===== src/sv/rsu_pkg.sv =====
// Shared types, constants and helpers for the run-length screen unpacker.
package rsu_pkg;

    localparam int SCREEN_BYTES = 32768;
    localparam int WA_W         = $clog2(SCREEN_BYTES + 1);
    localparam int OUT_ADDR_W   = 15;
    localparam int HDR_W        = 5;
    localparam int CNT_W        = 7;
    localparam int HDR_RESET    = 16;

    localparam logic [WA_W-1:0] SCREEN_END  = WA_W'(SCREEN_BYTES);
    localparam logic [WA_W-1:0] SCREEN_LAST = WA_W'(SCREEN_BYTES - 1);

    localparam logic [1:0] ST_OK       = 2'd0;
    localparam logic [1:0] ST_OVERFLOW = 2'd1;
    localparam logic [1:0] ST_SHORT    = 2'd2;
    localparam logic [1:0] ST_UNUSED   = 2'd3;

    localparam logic [1:0] CNT_NONE = 2'd0;
    localparam logic [1:0] CNT_ONE  = 2'd1;
    localparam logic [1:0] CNT_TWO  = 2'd2;
    localparam logic [1:0] CNT_BAD  = 2'd3;

    typedef enum logic [2:0] {
        PH_HEADER,
        PH_COMMAND,
        PH_LITERAL,
        PH_REPEAT,
        PH_DONE
    } phase_t;

    typedef enum logic {
        SQ_IDLE,
        SQ_EXEC
    } seq_t;

    function automatic logic [OUT_ADDR_W-1:0] out_addr(input logic [WA_W-1:0] wa);
        logic [WA_W+OUT_ADDR_W-1:0] ext;
        ext = (WA_W + OUT_ADDR_W)'(wa);
        return ext[OUT_ADDR_W-1:0];
    endfunction

    function automatic logic [1:0] end_status(input logic [WA_W-1:0] wa);
        return (wa == SCREEN_END) ? ST_OK : ST_SHORT;
    endfunction

endpackage


===== src/sv/rle_screen_unpacker_core.sv =====
// Run-length screen unpacker: header skip, command decode, repeat sequencer.
//
//  channel  | handshake             | payload
//  ---------+-----------------------+-------------------------------------------
//  in       | in_valid / in_stall   | data_byte, end_of_file
//  out      | out_valid / out_stall | first_byte, second_byte, byte_count,
//           |                       | out_address, run_last, image_done, status
//  cfg      | cfg_wr_en             | cfg_wr_data (header_length)
//
// A transaction is taken in idle, then worked in the exec state: header, command and
// literal bytes leave exec after their decode step; a repeat of N goes in pairs,
// one pair per cycle while the output is not stalled, through the address adder
// and screen compare. A new byte is taken only once the sequencer is back in idle.
// The one-entry output register lets a new transaction in while a result waits;
// exec stalls only while that register is full and stalled.
// Reset clears all control state; header_length returns to 16.
module rle_screen_unpacker_core
    import rsu_pkg::*;
(
    input  logic                  clk,
    input  logic                  rst_n,
    input  logic                  in_valid,
    output logic                  in_stall,
    input  logic [7:0]            data_byte,
    input  logic                  end_of_file,
    input  logic                  cfg_wr_en,
    input  logic [HDR_W-1:0]      cfg_wr_data,
    output logic                  out_valid,
    input  logic                  out_stall,
    output logic [7:0]            first_byte,
    output logic [7:0]            second_byte,
    output logic [1:0]            byte_count,
    output logic [OUT_ADDR_W-1:0] out_address,
    output logic                  run_last,
    output logic                  image_done,
    output logic [1:0]            status
);

    seq_t                  seq_reg, seq_next;
    phase_t                phase_reg, phase_next, eff_phase;
    logic [HDR_W-1:0]      hlen_reg, hlen_next;
    logic [HDR_W-1:0]      hcount_reg, hcount_next;
    logic [CNT_W-1:0]      pending_reg, pending_next;
    logic [WA_W-1:0]       wa_reg, wa_next;
    logic [7:0]            byte_reg;
    logic                  eof_reg;

    logic                  out_valid_reg, out_valid_next;
    logic [7:0]            b0_reg, b1_reg;
    logic [1:0]            cnt_reg;
    logic [OUT_ADDR_W-1:0] addr_reg;
    logic                  last_reg, done_reg;
    logic [1:0]            status_reg;

    logic                  out_free, step_go, step_end, emit;
    logic [7:0]            e_b0, e_b1;
    logic [1:0]            e_cnt, e_status;
    logic                  e_last, e_done;
    logic                  pair;
    logic [WA_W-1:0]       wa_step;
    logic [CNT_W-1:0]      pend_step;

    assign out_free = !out_valid_reg || !out_stall;
    assign step_go  = (seq_reg == SQ_EXEC) && out_free;
    assign in_stall = (seq_reg != SQ_IDLE);

    // sequencer next state
    always_comb
    begin
        seq_next = seq_reg;
        case (seq_reg)
            SQ_IDLE:
            begin
                if (in_valid)
                    seq_next = SQ_EXEC;
            end
            SQ_EXEC:
            begin
                if (step_go && step_end)
                    seq_next = SQ_IDLE;
            end
            default: seq_next = SQ_IDLE;
        endcase
    end

    // one decode step
    always_comb
    begin
        eff_phase = phase_reg;
        if (phase_reg == PH_HEADER && hcount_reg >= hlen_reg)
            eff_phase = PH_COMMAND;

        phase_next   = eff_phase;
        hcount_next  = hcount_reg;
        pending_next = pending_reg;
        wa_next      = wa_reg;
        step_end     = 1'b1;
        emit         = 1'b0;
        e_b0         = 8'd0;
        e_b1         = 8'd0;
        e_cnt        = CNT_NONE;
        e_last       = 1'b1;
        e_done       = 1'b0;
        e_status     = ST_OK;

        pair      = (pending_reg >= CNT_W'(2)) && (wa_reg < SCREEN_LAST);
        wa_step   = wa_reg + (pair ? WA_W'(2) : WA_W'(1));
        pend_step = pending_reg - (pair ? CNT_W'(2) : CNT_W'(1));

        case (eff_phase)
            PH_HEADER:
            begin
                hcount_next = hcount_reg + HDR_W'(1);
                if (eof_reg)
                begin
                    emit       = 1'b1;
                    e_done     = 1'b1;
                    e_status   = end_status(wa_reg);
                    phase_next = PH_DONE;
                end
            end
            PH_COMMAND:
            begin
                if (byte_reg[7])
                begin
                    pending_next = byte_reg[6:0];
                    phase_next   = (byte_reg[6:0] != '0) ? PH_LITERAL : PH_COMMAND;
                end
                else
                begin
                    pending_next = byte_reg[6:0];
                    phase_next   = PH_REPEAT;
                end
                if (byte_reg == 8'd0 || eof_reg)
                begin
                    emit       = 1'b1;
                    e_done     = 1'b1;
                    e_status   = end_status(wa_reg);
                    phase_next = PH_DONE;
                end
            end
            PH_LITERAL:
            begin
                emit = 1'b1;
                if (wa_reg >= SCREEN_END)
                begin
                    e_done     = 1'b1;
                    e_status   = ST_OVERFLOW;
                    phase_next = PH_DONE;
                end
                else
                begin
                    e_b0         = byte_reg;
                    e_cnt        = CNT_ONE;
                    wa_next      = wa_reg + WA_W'(1);
                    pending_next = pending_reg - CNT_W'(1);
                    if (pending_reg == CNT_W'(1))
                        phase_next = PH_COMMAND;
                    if (eof_reg)
                    begin
                        e_done     = 1'b1;
                        e_status   = end_status(wa_reg + WA_W'(1));
                        phase_next = PH_DONE;
                    end
                end
            end
            PH_REPEAT:
            begin
                emit = 1'b1;
                if (wa_reg >= SCREEN_END)
                begin
                    e_done       = 1'b1;
                    e_status     = ST_OVERFLOW;
                    pending_next = '0;
                    phase_next   = PH_DONE;
                end
                else
                begin
                    e_b0         = byte_reg;
                    e_b1         = pair ? byte_reg : 8'd0;
                    e_cnt        = pair ? CNT_TWO : CNT_ONE;
                    wa_next      = wa_step;
                    pending_next = pend_step;
                    if (pend_step == '0)
                    begin
                        phase_next = PH_COMMAND;
                        if (eof_reg)
                        begin
                            e_done     = 1'b1;
                            e_status   = end_status(wa_step);
                            phase_next = PH_DONE;
                        end
                    end
                    else if (wa_step >= SCREEN_END)
                    begin
                        e_done       = 1'b1;
                        e_status     = ST_OVERFLOW;
                        pending_next = '0;
                        phase_next   = PH_DONE;
                    end
                    else
                    begin
                        e_last   = 1'b0;
                        step_end = 1'b0;
                    end
                end
            end
            PH_DONE:
            begin
                phase_next = PH_DONE;
            end
            default:
            begin
                phase_next = PH_DONE;
            end
        endcase
    end

    always_comb
    begin
        hlen_next = cfg_wr_en ? cfg_wr_data : hlen_reg;
        if (step_go && emit)
            out_valid_next = 1'b1;
        else if (out_valid_reg && !out_stall)
            out_valid_next = 1'b0;
        else
            out_valid_next = out_valid_reg;
    end

    always_ff @(posedge clk or negedge rst_n)
    begin
        if (!rst_n)
        begin
            seq_reg       <= SQ_IDLE;
            phase_reg     <= PH_HEADER;
            hlen_reg      <= HDR_W'(HDR_RESET);
            hcount_reg    <= '0;
            pending_reg   <= '0;
            wa_reg        <= '0;
            out_valid_reg <= 1'b0;
        end
        else
        begin
            seq_reg       <= seq_next;
            hlen_reg      <= hlen_next;
            out_valid_reg <= out_valid_next;
            if (step_go)
            begin
                phase_reg   <= phase_next;
                hcount_reg  <= hcount_next;
                pending_reg <= pending_next;
                wa_reg      <= wa_next;
            end
        end
    end

    always_ff @(posedge clk)
    begin
        if (seq_reg == SQ_IDLE && in_valid)
        begin
            byte_reg <= data_byte;
            eof_reg  <= end_of_file;
        end
        if (step_go && emit)
        begin
            b0_reg     <= e_b0;
            b1_reg     <= e_b1;
            cnt_reg    <= e_cnt;
            addr_reg   <= out_addr(wa_reg);
            last_reg   <= e_last;
            done_reg   <= e_done;
            status_reg <= e_status;
        end
    end

    assign out_valid   = out_valid_reg;
    assign first_byte  = b0_reg;
    assign second_byte = b1_reg;
    assign byte_count  = cnt_reg;
    assign out_address = addr_reg;
    assign run_last    = last_reg;
    assign image_done  = done_reg;
    assign status      = status_reg;

endmodule


===== config.mk =====
export PLATFORM = sky130hd
export DESIGN_NAME = rle_screen_unpacker_core
export DESIGN_NICKNAME = d
export VERILOG_FILES = /design/src/sv/rsu_pkg.sv /design/src/sv/rle_screen_unpacker_core.sv
export SDC_FILE = /design/constraint.sdc
export NUM_CORES = 1
export LEC_CHECK = 0
export BUFFER_PORTS_ARGS = -buffer_cell sky130_fd_sc_hd__buf_2
export CORE_MARGIN = 3
export CORE_UTILIZATION = 39
export DETAILED_ROUTE_END_ITERATION = 6
export HOLD_SLACK_MARGIN = 0.08
export PLACE_DENSITY_LB_ADDON = 0.05
export SYNTH_ARGS = -nofsm -noshare
export SYNTH_HDL_FRONTEND = slang
export SYNTH_SLANG_ARGS = --single-unit
export TNS_END_PERCENT = 100

===== constraint.sdc =====
create_clock -name clk -period 5.69 [get_ports clk]
set_input_delay 0.569 -clock clk [delete_from_list [all_inputs] [get_ports clk]]
set_output_delay 0.569 -clock clk [all_outputs]
set_load 0.005 [all_outputs]

# == After elaboration in Yosys (flattened, before gate mapping) ==
# Index checks and enable logic that the tools add are counted.
# word_totals
ff_bits,84
out_inout_bits,39
# op_classes
n_bitwise,4
order_cmp,5
n_mux,55
n_reduce_logical,25
n_eq_ne,9
addsub,5
# op_table
op,n
"16-bit == test, second input constant",3
"16-bit >= comparator, second input constant",2
16-bit 2-to-1 mux,2
2-bit 2-to-1 mux,16
16-bit one-hot mux with 2 select lines,1
3-bit 2-to-1 mux,10
7-bit 2-to-1 mux,4
7-bit one-hot mux with 3 select lines,1
"16-bit by 1-bit adder with 16-bit output, second input constant",1
16-bit by 2-bit adder with 16-bit output,1
"16-bit by 15-bit less-than comparator with 1-bit output, second input constant",1
1-bit 2-to-1 mux,15
3-bit one-hot mux with 4 select lines,1
8-bit zero test,1
2-bit one-hot mux with 4 select lines,1
"7-bit by 1-bit == test with 1-bit output, second input constant",1
"7-bit by 2-bit >= comparator with 1-bit output, second input constant",1
1-bit logical AND,7
7-bit zero test,1
7-bit nonzero test,1
"7-bit by 1-bit subtractor with 7-bit output, second input constant",1
7-bit by 2-bit subtractor with 7-bit output,1
"3-bit by 2-bit == test with 1-bit output, second input constant",2
3-bit zero test,2
18 further kinds,26

# == Logic depth before layout (Yosys ltp) ==
# Gate-level depths: netlist (run 1).
# logic_depth
ltp_word,12
mapped_depth,14
mapped_depth_nobuf,13

# == Least setup slack after synthesis (run 1) ==
# No wires, ideal clock.
# synth_path
kind,reg-to-reg
from,reg hlen_reg[4]
to,"reg cnt_reg[0] (netlist: byte_count[0]), enable pin"
t_arrival_ps,4736
synth_period_minus_slack_ps,5239
stages_incl_launch_ff,8
path_buffers,0
setup_ps,502
slack_ps,451
cell_sequence,dfstp_2 > inv_1 > ha_1 > nand4_1 > a21oi_1 > a2111oi_4 > or4_1 > a311oi_1
# synth_between
elab_chain_cells,7
elab_cells_between_ends,10
# synth_rtl
element,line,source
"start, declared",rle_screen_unpacker_core.sv:41,"logic [HDR_W-1:0] hlen_reg, hlen_next;"
"start signal, assigned",rle_screen_unpacker_core.sv:236,hlen_reg <= HDR_W'(HDR_RESET);
"start signal, assigned",rle_screen_unpacker_core.sv:245,hlen_reg <= hlen_next;
5-bit >= comparator *,rle_screen_unpacker_core.sv:90,if (phase_reg == PH_HEADER && hcount_reg >= hlen_reg)
1-bit logical AND *,rle_screen_unpacker_core.sv:90,
3-bit 2-to-1 mux *,rle_screen_unpacker_core.sv:90,
3-bit by 2-bit == test with 1-bit output,rle_screen_unpacker_core.sv:110,case (eff_phase)
2-bit OR reduction (no line),--,
1-bit one-hot mux with 3 select lines *,rle_screen_unpacker_core.sv:110,
1-bit logical AND *,rle_screen_unpacker_core.sv:264,if (step_go && emit)
"end signal, assigned",rle_screen_unpacker_core.sv:268,cnt_reg <= e_cnt;
"end, declared",rle_screen_unpacker_core.sv:50,logic [1:0] cnt_reg;
# Mark *: on every way between the ends. The rest lies on a longest branch, timed or not.
# A chain may end at the register's enable or synchronous reset.

# == Final worst setup path (run 1) ==
# layout_path
from,reg wa_reg[6]
to,reg status_reg[1] (netlist: status[1]) (data pin)
# layout_between
elab_chain_cells,10
elab_cells_between_ends,23
# layout_rtl
element,line,source
"start, declared",rle_screen_unpacker_core.sv:44,"logic [WA_W-1:0] wa_reg, wa_next;"
"start signal, assigned",rle_screen_unpacker_core.sv:252,wa_reg <= wa_next;
16-bit by 15-bit less-than comparator with 1-bit output,rle_screen_unpacker_core.sv:106,pair = (pending_reg >= CNT_W'(2)) && (wa_reg < SCREEN_LAST);
1-bit logical AND,rle_screen_unpacker_core.sv:106,
2-bit 2-to-1 mux,"rle_screen_unpacker_core.sv:107, rle_screen_unpacker_core.sv:108",
16-bit by 2-bit adder with 16-bit output,rle_screen_unpacker_core.sv:107,wa_step = wa_reg + (pair ? WA_W'(2) : WA_W'(1));
16-bit == test,rsu_pkg.sv:44,return (wa == SCREEN_END) ? ST_OK : ST_SHORT;
2-bit 2-to-1 mux,rsu_pkg.sv:44,
2-bit 2-to-1 mux,rle_screen_unpacker_core.sv:187,if (eof_reg)
2-bit 2-to-1 mux,rle_screen_unpacker_core.sv:184,if (pend_step == '0)
2-bit 2-to-1 mux,rle_screen_unpacker_core.sv:170,if (wa_reg >= SCREEN_END)
2-bit one-hot mux with 4 select lines *,rle_screen_unpacker_core.sv:110,
net e_status[1],rle_screen_unpacker_core.sv:57,"logic [1:0] e_cnt, e_status;"
"end signal, assigned",rle_screen_unpacker_core.sv:272,status_reg <= e_status;
"end, declared",rle_screen_unpacker_core.sv:53,logic [1:0] status_reg;
# The timed path passes the listed nets; every way through them passes the cells marked *.

==> impl_metrics.toml, run 1 <==
[layout]
area_growth_pct = 14.6
antenna_cells = 0
largest_reg_flops = 16
nets = 542
drive_gt1_share_pct = 17.1
stdcell_count = 653

[synthesis]
ys_warn_count = 0
synth_fa_ha_area_share_pct = 5.14
synth_top_family_by_area = "simple AND/OR/NAND/NOR gates"
synthSimpleGateAreaFrac_pct = 21.3
netlist.area_leader.share_pct = 29.6
synth.area.top_cells = "edfxtp_1 30%, dfrtp_1 20%, ha_1 4.3%"
syn_area_um2 = 4670
yosysSeqAreaShare_pct = 49.9
synth_top_cell_by_area = "edfxtp_1"
async_flop_share_pct = 45.2
synth_xor_area_share_pct = 3.94
syn-num-nets = 499
synth-seq-cells = 84
avgSynthCellArea_um2 = 10.1
yosysUniqueCellTypes = 67
synth_edf_count = 46
synth_compound_area_share_pct = 13.9
synth_ff_type = "edfxtp_1"
synth_cells = 462
muxShareOfSynthArea_pct = 1.37

[power_and_ir_drop]
p_per_area_nw_per_um2 = 254
ir_drop_uv = 136
p_leak_nw = 2.30

[clocking]
clk-insertion-delay-late_ns = 0.35
cts_setup_buffers = 0
cts_buffer_depth = 2
numCtsBuffers = 9
cts_tree = "built"
clock_sinks = 84
clk_pin_slew_ns = 0.07
holdBufCountCts = 0
cts-root-buf = "clkbuf_16"
post_cts_resize_count = 0
cts_max_level = 3

[detailed_routing]
vias_per_cell = 5.57
vias = 3639
drtIter0Drc = 269
wl_mm = 11.5
remaining_drc_errors = 0
final_antenna_net_count = 0
firstDrtPassIters = 5
wl_per_cell_um = 17.6

[critical_path]
critPathCaptureType = "flip-flop"
path_class = "flip-flop to flip-flop"
startpoint_type = "flip-flop"
cp_data_arrival_time_ns = 4.71
critical_path.max_fanout = 19
worstPathRequired_ns = 5.77

[floorplanning]
dieArea_um2 = 13300
die_w_um = 115
rows = 39
io_pins = 58
initial_core_util_pct = 40.4
coreArea_um2 = 11600
die_h_um = 115

[timing]
worst_pin_slew_ns = 1.04
finClkSkew_ns = 0.00695
grt_setup_unrepaired = "no"
period_share_pct = 81.4
tns_ns = 0
fin_crit_ns = 4.63
finalHoldViolCount = 0
fmax_mhz = 216
max_slew_margin_pct = 30.9
drv_slew = 0
setup_viol = 0

[grt]
grt_pass1_wl_mm = 18.6
grt_max_degree = 39
antenna_found_initial = 0
gr-usage-met2_pct = 27.3
use_met1_pct = 26.1
met3_usage_pct = 3.03
grt_usage_pct = 18.1
top_usage_layer = "met2"
grt_remaining_overflow = 0
grt_pass1_vias = 3481

[place]
hpwl_mm = 8.13
io_buffers = 57
gp_congestion = 0.885
dp_cells = 637

[run_status]
outcome = "complete, no violations"

[run]
drv_cap = 0

[worst_hold_path]
hold_path.class = "input pin to asynchronous set/reset pin"
## layer usage
| metal | up-vias | share of wire, % |
|---|---|---|
| met2 | 95 | 45 |
| met5 | - | 0 |
| met4 | 0 | 1.4 |
| met3 | 11 | 4.9 |
| met1 | 1736 | 49 |
| li1 | 1797 | - |
## power by group
part	total, mW	switching, mW	internal (mW)
combinational	0.0761	0.0514	0.0247
clock	0.596	0.254	0.341
sequential	0.691	0.0260	0.665
total	1.36	0.332	1.03
## cell families after synthesis
family                   after synthesis
AO/OA/AOI/OAI                         91
XOR/XNOR                              21
adder cells (fa/ha/maj)               18
buffers and inverters                 51
flip-flops                            84
multiplexers                           6
AND/OR/NAND/NOR                      191
## final timing paths
kind / endpoint / from / cells after the start / slack [ns]
max: status[1] / wa_reg[6] / 11 / 1.06
min: wa_reg[6] / rst_n / 1 / 0.35
max reg2reg: status[1] / wa_reg[6] / 11 / 1.06
min reg2reg: hcount_reg[3] / hcount_reg[3] / 1 / 0.50
max in group asynchronous: hcount_reg[1] / rst_n / 1 / 4.76
min in group clk: byte_reg[2] / data_byte[2] / 1 / 0.39
## cells in the final DEF, fill, tap and decap left out, types with 5 or more instances in the layout
master and instances:
buf_2 57, edfxtp_1 46, nor2_1 41, dfrtp_1 37
nand2_1 35, inv_1 22, nor4_1 17, a21oi_1 17
nand3_1 16, nor3_1 16, ha_1 16, o21ai_0 15
and3_1 14, xnor2_1 14, nand4_1 11, and2_1 11
clkbuf_16 9, nand2b_1 7, xor2_1 7, a31oi_1 6
a21o_1 6, or3_1 5, a211oi_1 5, o211ai_1 5
o21ai_1 5
## final cells by class
type                       count  area, um^2
tap                          143         179
inverter                      23        86.3
timing repair buffer          60         308
clock buffer                   9         225
sequential                    84        2330
multi-input combinational    327        2150
fill                        1125        6210
clock inverter                 7        75.1
## Yosys cell counts (all sizes together) (2+ instances only)
master	number
ha	16
xnor2	14
and2	12
nor2	41
o221ai	2
nand4	11
and3	14
nand2	35
nand2b	7
a21o	6
clkbuf	19
xor2	7
a22oi	3
a31oi	6
a211oi	5
fa	2
nor2b	3
o31ai	3
o2111ai	2
mux2	3
o22ai	3
and4	2
buf	9
a2111oi	4
nor3	16
o211ai	5
edfxtp	46
nand3	16
a21boi	2
or3	5
or4	3
o21ai	20
nand4b	3
mux2i	3
nor4	17
a21oi	17
inv	22
o21a	3
dfrtp	37
## critical path: stages (launching register included)
cell	delay, ns
dfrtp_1	0.70
nand4_1	0.43
nor4_1	0.45
or3_1	0.35
clkinv_1	0.34
ha_1	0.38
a21o_1	0.24
a2111oi_0	0.42
a31oi_1	0.07
or4b_1	0.53
o41ai_1	0.32
nand3_1	0.13
## metrics by stage
stage	power [mW]	worst slack, ns	utilization, %	instance area (um^2)	hold WS, ns
after floorplan	0.739	0.451	-	4670	0.273
after detailed placement	0.781	1.14	43.7	5050	0.499
final	1.36	1.06	46.3	5360	0.355
after global routing	1.42	0.591	46.3	5360	0.382
after global placement	0.781	1.35	43.7	5050	0.475
after CTS	1.38	1.09	46.3	5360	0.379
Note: power is estimated with default switching activity, not from simulation.
==> run 2, diff against run 1 <==
==> constraint.sdc (replaced) <==
create_clock -name clk -period 4.6 [get_ports clk]
set_input_delay 0.46 -clock clk [delete_from_list [all_inputs] [get_ports clk]]
set_output_delay 0.46 -clock clk [all_outputs]
set_load 0.005 [all_outputs]
==> run 2 against run 1 <==
  * Flip-flop and latch count did not move
  * Critical path type unchanged
  * Die area is the same
  * Setup slack got worse by 0.59 ns
  * Critical path depth up 2
  * Clock skew hardly changed
  * Worst hold slack got worse by 0.080 ns
  * Largest cell class unchanged
  * Sequential power rose by 23%
  * Highest routed layer unchanged
  * Combinational power is 25% higher
==> impl_metrics.toml, run 2 (synthesized netlist as in run 1, its figures left out) <==
[clocking]
cts_tree = "built"
cts_buffer_depth = 2
post_cts_resize_count = 0
cts_max_level = 3
holdBufCountCts = 0
cts_setup_buffers = 0
clk_pin_slew_ns = 0.06
clock_sinks = 84
clk-insertion-delay-late_ns = 0.34
numCtsBuffers = 9
cts-root-buf = "clkbuf_16"

[layout]
antenna_cells = 0
area_growth_pct = 16.9
design_area_um2 = 5460
final_common_cell = "buf_2"
nets = 552
nFillCells = 1092
stdcell_count = 663
fin_util_pct = 47.2
final_cell_mix = "57 x buf_2, 46 x edfxtp_1, 41 x nor2_1"
largest_reg_flops = 16
drive_gt1_share_pct = 18.1

[detailed_routing]
final_antenna_net_count = 0
remaining_drc_errors = 0
drtIter0Drc = 305
wl_mm = 11.5
firstDrtPassIters = 5
vias_per_cell = 5.65
wl_per_cell_um = 17.4
vias = 3745

[place]
dp_cells = 647
gp_congestion = 0.913
pre_cts_ws_ns = 0.491
io_buffers = 57
hpwl_mm = 8.20
postPlaceCellArea_um2 = 5130

[timing]
period_share_pct = 89.7
fmax_mhz = 242
setup_viol = 0
fin_crit_ns = 4.13
setup_slack_ns = 0.472
finalHoldViolCount = 0
grt_setup_unrepaired = "no"
max_slew_margin_pct = 36.5
worst_pin_slew_ns = 0.952
drv_slew = 0
hold_slack_ns = 0.275
tns_ns = 0
finClkSkew_ns = 0.00738

[critical_path]
critPathCaptureType = "flip-flop"
path_class = "flip-flop to flip-flop"
worstPathRequired_ns = 4.69
startpoint_type = "flip-flop"
critical_path.max_fanout = 9
cp_data_arrival_time_ns = 4.21

[floorplanning]
die_h_um = 115
dieArea_um2 = 13300
coreArea_um2 = 11600
die_w_um = 115
io_pins = 58
initial_core_util_pct = 40.4
rows = 39

[grt]
antenna_found_initial = 0
grt_usage_pct = 17.8
grt_remaining_overflow = 0
grt_pass1_wl_mm = 18.3
grt_max_degree = 39
grt_pass1_vias = 3402

[power_and_ir_drop]
p_leak_nw = 2.37
ir_drop_uv = 215
p_per_area_nw_per_um2 = 323
power_mw = 1.77

[run]
drv_cap = 0

[run_status]
outcome = "complete, no violations"

[worst_hold_path]
hold_path.class = "input pin to asynchronous set/reset pin"
## run 2: critical path, stage by stage, from the launching register on
cell      delay, ns
dfrtp_1        0.49
ha_1           0.38
nand4_1        0.13
nor4_1         0.34
or3_1          0.38
ha_1           0.26
inv_1          0.06
fa_1           0.50
nand4b_1       0.22
o311ai_0       0.11
a31oi_1        0.12
or4b_1         0.50
o41ai_1        0.26
nand3_1        0.11
## run 2: area by class of cell
| type | instances | area, um^2 | share of cell area [%] |
|---|---|---|---|
| sequential | 84 | 2330 | 42.7 |
| multi-input combinational | 327 | 2150 | 39.3 |
| timing repair buffer | 70 | 383 | 7.01 |
| clock buffer | 11 | 233 | 4.26 |
| tap | 143 | 179 | 3.27 |
| clock inverter | 5 | 101 | 1.85 |
| inverter | 23 | 86.3 | 1.58 |
## run 2: per-layer routing
metal	global-route usage (%)	wire, um	vias up
met5	0	0	-
met4	6.10	167	0
met3	3.13	476	10
met2	26.0	5170	93
met1	26.7	5690	1828
li1	-	-	1814
## run 2: final timing paths
check / from / end / slack [ns] / cells after the start
min in group clk: data_byte[7] / byte_reg[7] / 0.29 / 1
max in group asynchronous: rst_n / hlen_reg[3] / 3.74 / 1
worst max register to register: wa_reg[1] / status[1] / 0.47 / 13
worst min register to register: hcount_reg[4] / hcount_reg[4] / 0.48 / 1
worst min-delay path: rst_n / wa_reg[8] / 0.27 / 1
worst max-delay path: wa_reg[1] / status[1] / 0.47 / 13
## run 2: where the power goes
group | switching [mW] | leakage, nW | internal (mW) | total [mW]
sequential | 0.0307 | 0.982 | 0.823 | 0.853
clock | 0.288 | 0.157 | 0.529 | 0.817
combinational | 0.0647 | 1.23 | 0.0306 | 0.0953
total | 0.384 | 2.37 | 1.38 | 1.77
==> run 3, diff against run 2 <==
--- a/config.mk
+++ b/config.mk
@@ -5,12 +5,14 @@
 export SDC_FILE = /design/constraint.sdc
 export NUM_CORES = 1
 export LEC_CHECK = 0
+export ABC_AREA = 1
 export BUFFER_PORTS_ARGS = -buffer_cell sky130_fd_sc_hd__buf_2
 export CORE_MARGIN = 3
 export CORE_UTILIZATION = 39
 export DETAILED_ROUTE_END_ITERATION = 6
 export HOLD_SLACK_MARGIN = 0.08
 export PLACE_DENSITY_LB_ADDON = 0.05
+export REMOVE_ABC_BUFFERS = 1
 export SYNTH_ARGS = -nofsm -noshare
 export SYNTH_HDL_FRONTEND = slang
 export SYNTH_SLANG_ARGS = --single-unit
==> run 3 against run 2 <==
  * Global-route usage rose by 0.68 points
  * Non-clock buffer count decreased by 12
  * Synthesized area grew 5.4%
  * First-iteration DRC count decreased by 3.0%
  * Worst hold slack worse by 0.0052 ns
  * Fmax grew 9.0%
  * Sequential share of layout area down 1.4 points
  * Combinational power grew 0.9%
  * Power is 5.9% lower
==> impl_metrics.toml, run 3 <==
[clocking]
clk-insertion-delay-late_ns = 0.35
post_cts_resize_count = 0
holdBufCountCts = 0
cts-root-buf = "clkbuf_16"
cts_buffer_depth = 2
cts_max_level = 3
cts_tree = "built"
numCtsBuffers = 9
cts_setup_buffers = 0
clk_pin_slew_ns = 0.06
clock_sinks = 84

[layout]
antenna_cells = 0
multi_input_area_um2 = 2220
fin_util_pct = 46.5
final_common_cell = "nand2_1"
nFillCells = 1224
drive_gt1_share_pct = 17.3
stdcell_count = 814
largest_reg_flops = 16
final_cell_mix = "135 x nand2_1, 70 x inv_1, 59 x nor2_1"
area_growth_pct = 14.7
nets = 678
design_area_um2 = 5650
seq_area_um2 = 2330

[run_status]
outcome = "complete, no violations"

[power_and_ir_drop]
p_int_mw = 1.27
p_sw_share_pct = 23.7
switching_power_mw = 0.394
pwr-share-seq_pct = 50.0
p_comb_share_pct = 5.8
ir_drop_uv = 180
p_per_area_nw_per_um2 = 294
power_mw = 1.66
clock_power_share_pct = 44.2
p_leak_nw = 2.87

[critical_path]
reg2reg_slack_ns = 0.81
path_buf_inv = 2
worstPathCellList = "ha_1, nand2_1, nor2_1, nand2_1, nor3_1, nor3_2, inv_1, ha_1, inv_1, fa_1, or2_2, nor2_1, nand2_1, nor2_1, nand3_1, nand2_2, nand2_1, nand2_1, nand3_2"
cp_data_arrival_time_ns = 3.88
cp_common_cell = "nand2_1"
crit_slowest_cell = "fa_1"
path_delay_family = "simple AND/OR/NAND/NOR gates"
rr_worst_depth = 19
startpoint_type = "flip-flop"
worstPathRequired_ns = 4.69
critical_path.max_fanout = 7
slowest_delay_ns = 0.47
critPathCaptureType = "flip-flop"
rr_endpoint = "image_done"
path_class = "flip-flop to flip-flop"
critical_path.reg2reg.startpoint = "wa_reg[1]"

[timing]
drv_slew = 0
fin_crit_ns = 3.79
tns_ns = 0
grt_setup_unrepaired = "no"
fmax_mhz = 264
setup_slack_ns = 0.814
finalHoldViolCount = 0
finClkSkew_ns = 0.0120
setup_viol = 0
worst_pin_slew_ns = 0.963
hold_slack_ns = 0.270
period_share_pct = 82.3
max_slew_margin_pct = 35.8

[synthesis]
avgSynthCellArea_um2 = 8.43
yosysUniqueCellTypes = 39
synth_top_cell_by_area = "edfxtp_1"
synth_cells = 584
netlist.area_leader.share_pct = 28.0
synth.area.top_cells = "edfxtp_1 28%, dfrtp_1 19%, nand2_1 10%"
synth_ff_type = "edfxtp_1"
synth_common_cells = "135 x nand2_1, 70 x inv_1, 59 x nor2_1, 46 x edfxtp_1, 46 x nand3_1"
yosys.cell_count.top_type = "nand2_1"
async_flop_share_pct = 45.2
synth-seq-cells = 84
yosysSeqAreaShare_pct = 47.4
syn_area_um2 = 4930
synth_edf_count = 46
ys_warn_count = 0

[floorplanning]
coreArea_um2 = 12200
die_w_um = 118
die_h_um = 118
io_pins = 58
dieArea_um2 = 14000
rows = 40
initial_core_util_pct = 40.5

[detailed_routing]
vias_per_cell = 5.08
firstDrtPassIters = 5
wl_per_cell_um = 15.3
final_antenna_net_count = 0
remaining_drc_errors = 0
wl_mm = 12.5
drtIter0Drc = 296
vias = 4137

[grt]
grt_usage_pct = 18.5
grt_remaining_overflow = 0
grt_pass1_vias = 4052
grt_max_degree = 39
antenna_found_initial = 0
grt_pass1_wl_mm = 20.5

[worst_hold_path]
hold_path.class = "input pin to asynchronous set/reset pin"

[place]
io_buffers = 57
gp_congestion = 0.961
pre_cts_ws_ns = 0.870
postPlaceCellArea_um2 = 5350
dp_cells = 798
hpwl_mm = 9.18

[run]
drv_cap = 0
## run 3: cell count changes after synthesis, moves of 11 or more
cell / delta
and2_1: -11
and3_1: -14
clkbuf_1: -15
inv_1: +48
nand2_1: +100
nand3_1: +30
nor2_1: +18
nor3_1: -14
nor4_1: -16
o21ai_0: +19
xnor2_1: -11
## run 3: worst reg2reg max path, delay by kind of cell (launching register included)
kind	cells	cell delay, ns
fa+ha+maj	3	0.93
buf+inv	2	0.32
flops	1	0.46
simple gates	14	1.83
## run 3: area by class of cell
cell class | instances | area share, %
Sequential cell | 84 | 41.3
Clock inverter | 7 | 1.31
Multi-Input combinational cell | 411 | 39.4
Inverter | 77 | 5.12
Clock buffer | 9 | 3.99
Tap cell | 168 | 3.72
Timing Repair Buffer | 58 | 5.18
## run 3: worst max-delay path by stage
stage | start | end | slack (ns) | depth (start not counted)
finish | wa_reg[1] | image_done | 0.81 | 19
detailed placement | wa_reg[1] | image_done | 0.87 | 19
CTS | wa_reg[1] | image_done | 0.84 | 19
global route | wa_reg[1] | status[1] | 0.47 | 18
global placement | wa_reg[1] | phase_reg[1] | 0.93 | 19
floorplan | wa_reg[1] | image_done | 1.42 | 19
## run 3: kinds of logic (layout without fill, tap and decap cells)
kind of cell             Yosys count  in the layout  synth area share (%)
AND/OR/NAND/NOR                  290            290                  27.8
buffers and inverters             89            151                  7.47
AO/OA/AOI/OAI                     85             85                  9.22
flip-flops                        84             84                  47.4
adder cells (fa/ha/maj)           18             18                  4.88
XOR/XNOR                          17             17                  3.02
multiplexers                       1              1                 0.229
## run 3: power groups by stage
| stage | clock, mW | combinational [mW] | sequential (mW) |
|---|---|---|---|
| 3_3_place_gp | 0 | 0.0980 | 0.846 |
| 6_report | 0.735 | 0.0962 | 0.831 |
| 4_1_cts | 0.757 | 0.0989 | 0.831 |
| 5_1_grt | 0.791 | 0.114 | 0.833 |
| 3_5_place_dp | 0 | 0.0980 | 0.847 |
| 2_1_floorplan | 0 | 0.0566 | 0.842 |
## run 3: per-layer routing
layer	track usage (%)	routed length [um]	up-vias	share of wire (%)
met5	0	0	-	0
met4	7.17	220	0	1.8
met3	3.21	545	16	4.4
met1	25.1	5860	1955	47
li1	-	-	2053	-
met2	29.5	5860	113	47
